===== src/hw/rtl/cpg_pkg.sv =====
// ----------------------------------------------------------------------------
// cpg_pkg
// Shared types, constants and helpers for the circle pixel generator.
// ----------------------------------------------------------------------------
package cpg_pkg;

  // Default sizes of the coordinate and decision datapaths.
  localparam int COORD_WIDTH_DEF    = 16;
  localparam int DECISION_WIDTH_DEF = 20;

  // Midpoint decision term constants.
  localparam int DEC_INIT     = 3;
  localparam int DEC_STEP_NEG = 6;
  localparam int DEC_STEP_POS = 10;

  // Configuration register indexes.
  localparam int CFG_ADDR_W = 2;
  typedef enum logic [CFG_ADDR_W-1:0] {
    CFG_CENTER_X    = 2'd0,
    CFG_CENTER_Y    = 2'd1,
    CFG_RADIUS      = 2'd2,
    CFG_FILL_ENABLE = 2'd3
  } cfg_reg_e;

  // Walk phase, one-hot.
  typedef enum logic [3:0] {
    PH_IDLE   = 4'b0001,
    PH_BORDER = 4'b0010,
    PH_FILL   = 4'b0100,
    PH_DONE   = 4'b1000
  } phase_t;

  localparam int OCT_W = 3;
  typedef logic [OCT_W-1:0] oct_t;
  localparam oct_t OCT_LAST = 3'd7;

  // Flags that travel with one base point from walker to emitter.
  typedef struct packed {
    logic is_fill;
    logic done;
  } job_flags_t;

  // Octant mirror controls: swap the base coordinates, negate x, negate y.
  function automatic logic oct_swap(input oct_t k);
    oct_swap = (k == 3'd0) || (k == 3'd3) || (k == 3'd4) || (k == 3'd7);
  endfunction

  function automatic logic oct_negx(input oct_t k);
    oct_negx = (k == 3'd2) || (k == 3'd3) || (k == 3'd4) || (k == 3'd5);
  endfunction

  function automatic logic oct_negy(input oct_t k);
    oct_negy = k[2];
  endfunction

endpackage


===== src/hw/rtl/cpg_walker.sv =====
// ----------------------------------------------------------------------------
// cpg_walker
// Midpoint walk over the second octant: border pass, then optional fill pass.
// Each accepted step in the border or fill pass updates the walk and hands one
// base point to the emitter; a restart step or a step after the walk is done hands none.
// ----------------------------------------------------------------------------
module cpg_walker #(
  parameter int COORD_WIDTH    = cpg_pkg::COORD_WIDTH_DEF,
  parameter int DECISION_WIDTH = cpg_pkg::DECISION_WIDTH_DEF
) (
  input  logic                   clk,
  input  logic                   rst_n,
  input  logic                   step_fire,
  input  logic                   restart,
  input  logic [COORD_WIDTH-1:0] radius,
  input  logic                   fill_enable,
  output logic                   job_push,
  output logic [COORD_WIDTH-1:0] job_a,
  output logic [COORD_WIDTH-1:0] job_b,
  output cpg_pkg::job_flags_t    job_flags
);
  import cpg_pkg::*;

  localparam int CW = COORD_WIDTH;
  localparam int DW = DECISION_WIDTH;
  localparam int EW = (DW > CW + 1) ? DW : CW + 1;

  phase_t         phase_r, phase_nxt;
  logic [CW-1:0]  walk_x_r, walk_x_nxt;
  logic [CW-1:0]  walk_y_r, walk_y_nxt;
  logic [DW-1:0]  dec_r, dec_nxt;
  logic [CW-1:0]  fill_row_r, fill_row_nxt;

  // One midpoint step from the current walk point.
  logic [CW:0]    nx;
  logic [CW:0]    ny;
  logic [CW-1:0]  ny_dec;
  logic [DW-1:0]  dec_step;
  logic           step_end;
  logic           step_ok;
  logic           step_open;
  logic [DW-1:0]  dec_start;
  logic [CW:0]    row_inc;

  always_comb begin
    nx       = {1'b0, walk_x_r} + 1'b1;
    ny_dec   = walk_y_r - 1'b1;
    step_end = 1'b0;
    if (dec_r[DW-1]) begin
      dec_step = DW'(EW'(dec_r) + (EW'(nx) << 2) + EW'(DEC_STEP_NEG));
      ny       = {1'b0, walk_y_r};
    end else begin
      dec_step = DW'(EW'(dec_r) + ((EW'(nx) - EW'(walk_y_r)) << 2) + EW'(DEC_STEP_POS));
      if (walk_y_r == '0) begin
        step_end = 1'b1;
        ny       = {1'b0, walk_y_r};
      end else begin
        ny       = {1'b0, ny_dec};
      end
    end
    // Border continues while x <= y; a fill column needs x < y.
    step_ok   = !step_end && (nx <= ny);
    step_open = !step_end && (nx < ny);
    dec_start = DW'(EW'(DEC_INIT) - (EW'(radius) << 1));
    row_inc   = {1'b0, fill_row_r} + 1'b1;
  end

  // Phase sequencing and base point selection.
  always_comb begin
    phase_nxt    = phase_r;
    walk_x_nxt   = walk_x_r;
    walk_y_nxt   = walk_y_r;
    dec_nxt      = dec_r;
    fill_row_nxt = fill_row_r;
    job_push     = 1'b0;
    job_a        = walk_x_r;
    job_b        = walk_y_r;
    job_flags    = '0;
    if (step_fire) begin
      if (restart) begin
        phase_nxt    = PH_BORDER;
        walk_x_nxt   = '0;
        walk_y_nxt   = radius;
        dec_nxt      = dec_start;
        fill_row_nxt = '0;
      end else begin
        unique case (phase_r)
          PH_BORDER: begin
            job_push = 1'b1;
            if (step_ok) begin
              walk_x_nxt = nx[CW-1:0];
              walk_y_nxt = ny[CW-1:0];
              dec_nxt    = dec_step;
            end else if (fill_enable && (radius != '0)) begin
              // Fill pass walks the border again from the top.
              phase_nxt    = PH_FILL;
              walk_x_nxt   = '0;
              walk_y_nxt   = radius;
              dec_nxt      = dec_start;
              fill_row_nxt = '0;
            end else begin
              phase_nxt      = PH_DONE;
              job_flags.done = 1'b1;
            end
          end
          PH_FILL: begin
            job_push          = 1'b1;
            job_b             = fill_row_r;
            job_flags.is_fill = 1'b1;
            if (row_inc < {1'b0, walk_y_r}) begin
              fill_row_nxt = row_inc[CW-1:0];
            end else if (step_open) begin
              // Next column; a column with x equal to y is empty and ends the walk.
              walk_x_nxt   = nx[CW-1:0];
              walk_y_nxt   = ny[CW-1:0];
              dec_nxt      = dec_step;
              fill_row_nxt = nx[CW-1:0];
            end else begin
              phase_nxt      = PH_DONE;
              job_flags.done = 1'b1;
            end
          end
          PH_IDLE, PH_DONE: begin
          end
          default: begin
          end
        endcase
      end
    end
  end

  // Walk state registers.
  always_ff @(posedge clk) begin
    if (!rst_n) begin
      phase_r    <= PH_IDLE;
      walk_x_r   <= '0;
      walk_y_r   <= '0;
      dec_r      <= '0;
      fill_row_r <= '0;
    end else begin
      phase_r    <= phase_nxt;
      walk_x_r   <= walk_x_nxt;
      walk_y_r   <= walk_y_nxt;
      dec_r      <= dec_nxt;
      fill_row_r <= fill_row_nxt;
    end
  end

endmodule


===== src/hw/rtl/cpg_emitter.sv =====
// ----------------------------------------------------------------------------
// cpg_emitter
// Holds one base point and sends its eight mirror images, one per cycle
// while pix_ready is high, offset by the center.
// ----------------------------------------------------------------------------
module cpg_emitter #(
  parameter int COORD_WIDTH = cpg_pkg::COORD_WIDTH_DEF
) (
  input  logic                   clk,
  input  logic                   rst_n,
  input  logic                   job_push,
  input  logic [COORD_WIDTH-1:0] job_a,
  input  logic [COORD_WIDTH-1:0] job_b,
  input  cpg_pkg::job_flags_t    job_flags,
  output logic                   job_ready,
  input  logic [COORD_WIDTH-1:0] origin_x,
  input  logic [COORD_WIDTH-1:0] origin_y,
  output logic                   pix_valid,
  input  logic                   pix_ready,
  output logic [COORD_WIDTH-1:0] pix_x,
  output logic [COORD_WIDTH-1:0] pix_y,
  output cpg_pkg::oct_t          pix_oct,
  output logic                   pix_fill,
  output logic                   pix_last,
  output logic                   pix_done
);
  import cpg_pkg::*;

  logic                   valid_r, valid_nxt;
  oct_t                   oct_r, oct_nxt;
  logic [COORD_WIDTH-1:0] a_r, b_r;
  job_flags_t             flags_r;
  logic                   pix_fire;
  logic                   final_fire;
  logic [COORD_WIDTH-1:0] u, v;

  assign pix_fire   = valid_r && pix_ready;
  assign final_fire = pix_fire && (oct_r == OCT_LAST);
  assign job_ready  = !valid_r || final_fire;

  // Octant counter and slot occupancy.
  always_comb begin
    valid_nxt = valid_r;
    oct_nxt   = oct_r;
    if (pix_fire) begin
      oct_nxt = oct_r + 1'b1;
    end
    if (final_fire) begin
      valid_nxt = 1'b0;
    end
    if (job_push) begin
      valid_nxt = 1'b1;
      oct_nxt   = '0;
    end
  end

  always_ff @(posedge clk) begin
    if (!rst_n) begin
      valid_r <= 1'b0;
      oct_r   <= '0;
    end else begin
      valid_r <= valid_nxt;
      oct_r   <= oct_nxt;
    end
  end

  // Base point payload.
  always_ff @(posedge clk) begin
    if (job_push) begin
      a_r     <= job_a;
      b_r     <= job_b;
      flags_r <= job_flags;
    end
  end

  // Mirror and offset for the current octant.
  always_comb begin
    u     = oct_swap(oct_r) ? b_r : a_r;
    v     = oct_swap(oct_r) ? a_r : b_r;
    pix_x = oct_negx(oct_r) ? (origin_x - u) : (origin_x + u);
    pix_y = oct_negy(oct_r) ? (origin_y - v) : (origin_y + v);
  end

  assign pix_valid = valid_r;
  assign pix_oct   = oct_r;
  assign pix_fill  = flags_r.is_fill;
  assign pix_last  = (oct_r == OCT_LAST);
  assign pix_done  = (oct_r == OCT_LAST) && flags_r.done;

endmodule


===== src/hw/rtl/circle_pixel_generator_unit.sv =====
// ----------------------------------------------------------------------------
// circle_pixel_generator_unit
// Midpoint circle rasterizer with optional interior fill.
// ----------------------------------------------------------------------------
// Usage:
//   Configure the center, radius and fill switch through the cfg_ write port
//   while the block is idle. Each word on the in_ channel is one step: with
//   restart set it loads a new circle and sends nothing; otherwise it
//   advances the walk by one base point and sends eight pixel words on the
//   out_ channel, octants 0 to 7, the eighth marked by out_tlast. The final
//   pixel of the circle carries the circle-done flag. After that, and before
//   any restart, steps send nothing.
//   The first pixel of a step is valid the cycle after the step is taken.
//   Throughput: one pixel per cycle while out_tready is high. The walker can
//   take the next step in the same cycle the eighth pixel of the previous
//   one is taken.
//   Reset clears all registers but the emitter's base point payload and
//   leaves the walk idle. When the receiver stalls, the current pixel holds.
//   in_tready stays low while a base point is being sent, except in the
//   cycle its eighth pixel is taken.
// ----------------------------------------------------------------------------
module circle_pixel_generator_unit #(
  parameter int COORD_WIDTH    = cpg_pkg::COORD_WIDTH_DEF,
  parameter int DECISION_WIDTH = cpg_pkg::DECISION_WIDTH_DEF
) (
  input  logic                            clk,
  input  logic                            rst_n,
  // Configuration write port.
  input  logic                            cfg_we,
  input  logic [cpg_pkg::CFG_ADDR_W-1:0]  cfg_addr,
  input  logic [COORD_WIDTH-1:0]          cfg_data,
  // Step channel.
  input  logic                            in_tvalid,
  output logic                            in_tready,
  input  logic [7:0]                      in_tdata,   // [0] restart
  // Pixel channel.
  output logic                            out_tvalid,
  input  logic                            out_tready,
  output logic [((2*COORD_WIDTH+cpg_pkg::OCT_W+7)/8)*8-1:0] out_tdata,
                                                      // pixel_x, pixel_y, octant
  output logic                            out_tlast,  // last_of_step
  output logic [1:0]                      out_tuser   // [0] is_fill, [1] circle_done
);
  import cpg_pkg::*;

  localparam int CW   = COORD_WIDTH;
  localparam int TD_W = ((2 * CW + OCT_W + 7) / 8) * 8;
  localparam int PAD  = TD_W - 2 * CW - OCT_W;

  logic [CW-1:0] origin_x_r, origin_y_r, radius_r;
  logic          fill_enable_r;

  // Configuration registers.
  always_ff @(posedge clk) begin
    if (!rst_n) begin
      origin_x_r    <= '0;
      origin_y_r    <= '0;
      radius_r      <= '0;
      fill_enable_r <= 1'b0;
    end else if (cfg_we) begin
      unique case (cfg_reg_e'(cfg_addr))
        CFG_CENTER_X:    origin_x_r    <= cfg_data;
        CFG_CENTER_Y:    origin_y_r    <= cfg_data;
        CFG_RADIUS:      radius_r      <= cfg_data;
        CFG_FILL_ENABLE: fill_enable_r <= cfg_data[0];
        default: begin
        end
      endcase
    end
  end

  logic          job_push, job_ready;
  logic [CW-1:0] job_a, job_b;
  job_flags_t    job_flags;
  logic          step_fire;

  assign in_tready = job_ready;
  assign step_fire = in_tvalid && job_ready;

  cpg_walker #(
    .COORD_WIDTH    (COORD_WIDTH),
    .DECISION_WIDTH (DECISION_WIDTH)
  ) u_walker (
    .clk         (clk),
    .rst_n       (rst_n),
    .step_fire   (step_fire),
    .restart     (in_tdata[0]),
    .radius      (radius_r),
    .fill_enable (fill_enable_r),
    .job_push    (job_push),
    .job_a       (job_a),
    .job_b       (job_b),
    .job_flags   (job_flags)
  );

  logic [CW-1:0] pix_x, pix_y;
  oct_t          pix_oct;
  logic          pix_fill, pix_done;

  cpg_emitter #(
    .COORD_WIDTH (COORD_WIDTH)
  ) u_emitter (
    .clk       (clk),
    .rst_n     (rst_n),
    .job_push  (job_push),
    .job_a     (job_a),
    .job_b     (job_b),
    .job_flags (job_flags),
    .job_ready (job_ready),
    .origin_x  (origin_x_r),
    .origin_y  (origin_y_r),
    .pix_valid (out_tvalid),
    .pix_ready (out_tready),
    .pix_x     (pix_x),
    .pix_y     (pix_y),
    .pix_oct   (pix_oct),
    .pix_fill  (pix_fill),
    .pix_last  (out_tlast),
    .pix_done  (pix_done)
  );

  // Pack the pixel word, first field in the lowest bits.
  assign out_tdata = TD_W'({{PAD{1'b0}}, pix_oct, pix_y, pix_x});
  assign out_tuser = {pix_done, pix_fill};

endmodule


===== config.mk =====
export PLATFORM = sky130hd
export DESIGN_NAME = circle_pixel_generator_unit
export DESIGN_NICKNAME = d
export VERILOG_FILES = /design/src/hw/rtl/cpg_pkg.sv /design/src/hw/rtl/cpg_walker.sv /design/src/hw/rtl/cpg_emitter.sv /design/src/hw/rtl/circle_pixel_generator_unit.sv
export SDC_FILE = /design/constraint.sdc
export NUM_CORES = 1
export LEC_CHECK = 0
export BUFFER_PORTS_ARGS = -buffer_cell sky130_fd_sc_hd__buf_2
export CAP_MARGIN = 20
export CORE_ASPECT_RATIO = 1.4
export CORE_MARGIN = 1
export CORE_UTILIZATION = 30
export CTS_CLUSTER_DIAMETER = 150
export DETAILED_ROUTE_END_ITERATION = 10
export PLACE_DENSITY_LB_ADDON = 0.15
export SYNTH_ARGS = -nofsm -noshare
export SYNTH_HDL_FRONTEND = slang
export SYNTH_SLANG_ARGS = --single-unit

===== constraint.sdc =====
create_clock -name clk -period 7.2 [get_ports clk]
set_input_delay 0.36 -clock clk [delete_from_list [all_inputs] [get_ports clk]]
set_output_delay 0.36 -clock clk [all_outputs]
set_load 0.1 [all_outputs]

==> impl_metrics.yaml <==
run_status:
  status: "finished with violations"
  violations: "design-rule violations"
grt:
  antenna_found_initial: 0
  grt_pass1_vias: 12300
  grt_start_max_net_pins: 82
  gr-total-overflow: 0
  grt_usage_pct: 19.3
  grt_pass1_wl_mm: 67.4
logic_synthesis:
  synth-seq-cells: 158
  synth.avg_cell_area_sq_um: 7.95
  synthFlopType: "dfxtp_1"
  synth_top_family_by_area: "simple AND/OR/NAND/NOR gates"
  synthArstFlopShare_pct: 0
  ys_warn_count: 0
  synth_area_sq_um: 13300
  synthXorXnorAreaFrac_pct: 9.82
  synthCells: 1671
  synthMuxAreaShare_pct: 3.40
  synth_edf_count: 34
  yosys.area_share.simple_pct: 21.3
  synth_area_leader_cell: "dfxtp_1"
  ys_seq_area_share_pct: 26.4
  yosysTopAreaCellShare_pct: 18.7
  yosys-top-cells-area: "dfxtp_1 19%, ha_1 15%, edfxtp_1 7.7%"
  synthDistinctLibCells: 72
  synth_compound_area_share_pct: 19.2
  synthAdderAreaFrac_pct: 15.3
timing:
  rsz0062_at_grt: "no"
  report.final.slew_viol_count: 0
  finalSetupViolCount: 0
  hold_viol_final: 0
  setup_tns_ns: 0
  max_freq_ghz: 0.158
  timing.slew.headroom_pct: 32.5
  min_period_ns: 6.32
  tightest_slew_ns: 1.01
  clock_skew_ns: 0.0137
  min_period_over_period_pct: 87.7
clock_network:
  tritoncts: "yes"
  clk-insertion-delay-late_ns: 0.45
  clock_sinks: 158
  cts-root-buf: "clkbuf_16"
  cts_resized: 0
  numCtsBuffers: 17
  postCtsHoldBufs: 0
  clk_pin_slew_ns: 0.07
  htree_levels: 4
  post_cts_buffers: 0
  clockBufferDepth: 2
critical_path:
  worst_setup_path_start_kind: "flip-flop"
  path_cells: "buf_4, inv_1, ha_1, or3_1, nand2_1, nand2_1, inv_1, ha_1, o21ai_0, ha_1, nor2b_1, o21ai_0, a21boi_0, o211ai_1, a21oi_1, a2111oi_0, buf_4, o311ai_0, a21oi_1, xnor2_2, buf_2"
  cp-startpoint: "u_emitter.pix_oct[2]$_SDFFE_PP0P_"
  cpMostUsedCell: "ha_1"
  worst_setup_path_end_kind: "primary output"
  crit_fanout: 17
  cp.required_ns: 6.84
  r2r_start: "u_walker.walk_y_r[0]$_SDFFE_PN0P_"
  cp_slowest_cell: "or3_1"
  slowest_delay_ns: 0.51
  crit_arrival_ns: 5.96
  worst-setup-path-type: "flip-flop to primary output"
floorplanning:
  die_w_um: 180
  rows: 90
  core_sq_um: 43400
  die_area_sq_um: 45200
  start_util_pct: 30.7
  die_h_um: 251
  ios: 76
drt:
  drt-total-wl_mm: 42.9
  drtIter0Drc: 650
  dr.pass1.iters: 8
  routed-via-count: 12100
  avgViaCountPerCell: 5.30
  ant_nets: 0
  drc: 6
  drt-wirelength-per-cell_um: 18.8
run:
  drv_cap: 0
cells_and_area:
  final_cell_mix: "246 x nand2_1, 174 x a21oi_1, 155 x ha_1, 124 x dfxtp_1, 101 x nor2_1"
  final_nets: 1904
  area_growth_pct: 11.7
  mostFrequentLayoutCell: "nand2_1"
  drive_gt1_share_pct: 9.44
  antenna_cells: 0
placement:
  hpwl_mm: 34.0
  gp_congestion: 0.925
  numPortBuffers: 63
worst_hold_path:
  hold_path.class: "input pin to flip-flop"
  min_from: "cfg_data[9]"
power_and_ir_drop:
  ir_drop_v: 0.000126
  powerDensity_nw_per_um2: 234
  finalPower_w: 0.00347
  p_leak_nw: 6.16
cell usage after synthesis (all sizes together) (3+ instances only):
cell,number
nor3b,4
and4,5
nand3b,7
nand3,59
a21boi,6
a21o,13
clkbuf,49
o21a,12
a311oi,4
and3,19
xor2,58
o21ai,92
nor2,103
mux2i,44
nor4,14
a2111oi,4
nand2b,11
o21bai,6
or3,15
nand4,14
a31oi,8
nor2b,17
fa,5
xnor2,91
nand2,246
a31o,4
nor3,50
buf,24
or4,7
a211oi,12
nand4b,4
o31a,3
o22ai,5
o31ai,11
a21oi,174
and2,11
o211ai,35
dfxtp,124
o41ai,5
o2111ai,9
inv,66
ha,155
or2,10
edfxtp,34
critical path, delay by kind of cell (launching register included):
family / cells / cell delay, ns
DFF: 1 / 0.37
AOI/OAI and AO/OA: 8 / 2.08
and+or+nand+nor: 4 / 0.90
xor gates and xnor gates: 1 / 0.13
buffers and inverters: 5 / 1.19
adders and majority gates: 3 / 0.83
sequential cells by signal, summed over array words and instances, names as in the netlist:
name,cells
u_walker.dec_r,19
origin_x_r,16
origin_y_r,16
radius_r,16
u_emitter.a_r,16
u_emitter.b_r,16
u_walker.fill_row_r,16
u_walker.job_a,16
u_walker.walk_y_r,16
u_walker.phase_r,4
u_emitter.pix_oct,3
fill_enable_r,1
u_emitter.flags_r,1
u_emitter.pix_fill,1
u_emitter.pix_valid,1
power by group:
part           leakage (nW)  switching, W  internal [W]
clock                 0.274      0.000426      0.000454
sequential             1.33     0.0000444      0.000939
combinational          4.56       0.00101      0.000602
cell families (layout without fill, tap and decap cells):
group                      after synthesis  in the layout
and+or+nand+nor                        599            599
other                                    1              5
xor gates and xnor gates               149            149
AOI/OAI and AO/OA                      419            419
adders and majority gates              160            160
muxes                                   45             45
buffers and inverters                  140            191
DFF                                    158            158
cell type report:
type                    instances  area, sq um
clock buffers                  18          429
clock inverters                14          124
fillers                      4578        28500
inverters                      67          253
multi-input cells            1377         9280
flip-flops and latches        158         3500
well taps                     552          691
repair buffers                 92          566
final timing paths:
kind / end / slack, ns / depth (start not counted)
worst min-delay path: origin_x_r[9]$_SDFFE_PN0P_ / 0.18 / 3
worst max-delay path: out_tdata[15] / 0.88 / 21
worst max register to register: u_walker.job_a[9]$_SDFFE_PN0P_ / 1.53 / 18
worst min register to register: u_walker.phase_r[0]$_SDFFE_PN1P_ / 0.45 / 2
per-stage QoR:
step | setup slack [ns] | instances | util, % | cell area [sq um] | hold WS [ns]
global placement | 1.22 | 2244 | 32.9 | 14300 | 0.432
detailed placement | 1.20 | 2244 | 32.9 | 14300 | 0.438
CTS | 0.700 | 2276 | 34.2 | 14800 | 0.159
floorplan | -0.0367 | 1675 | - | 13400 | 0.423
global route | 0.343 | 2278 | 34.2 | 14800 | 0.173
finish | 0.882 | 2278 | 34.2 | 14800 | 0.182
routing by layer:
layer	vias up	global-route usage [%]	wire (um)
met4	0	9.78	1880
li1	6065	-	-
met1	5726	20.6	17100
met5	-	0	0
met3	68	2.16	1030
met2	222	37.1	22900
(Power assumes the default switching activity.)
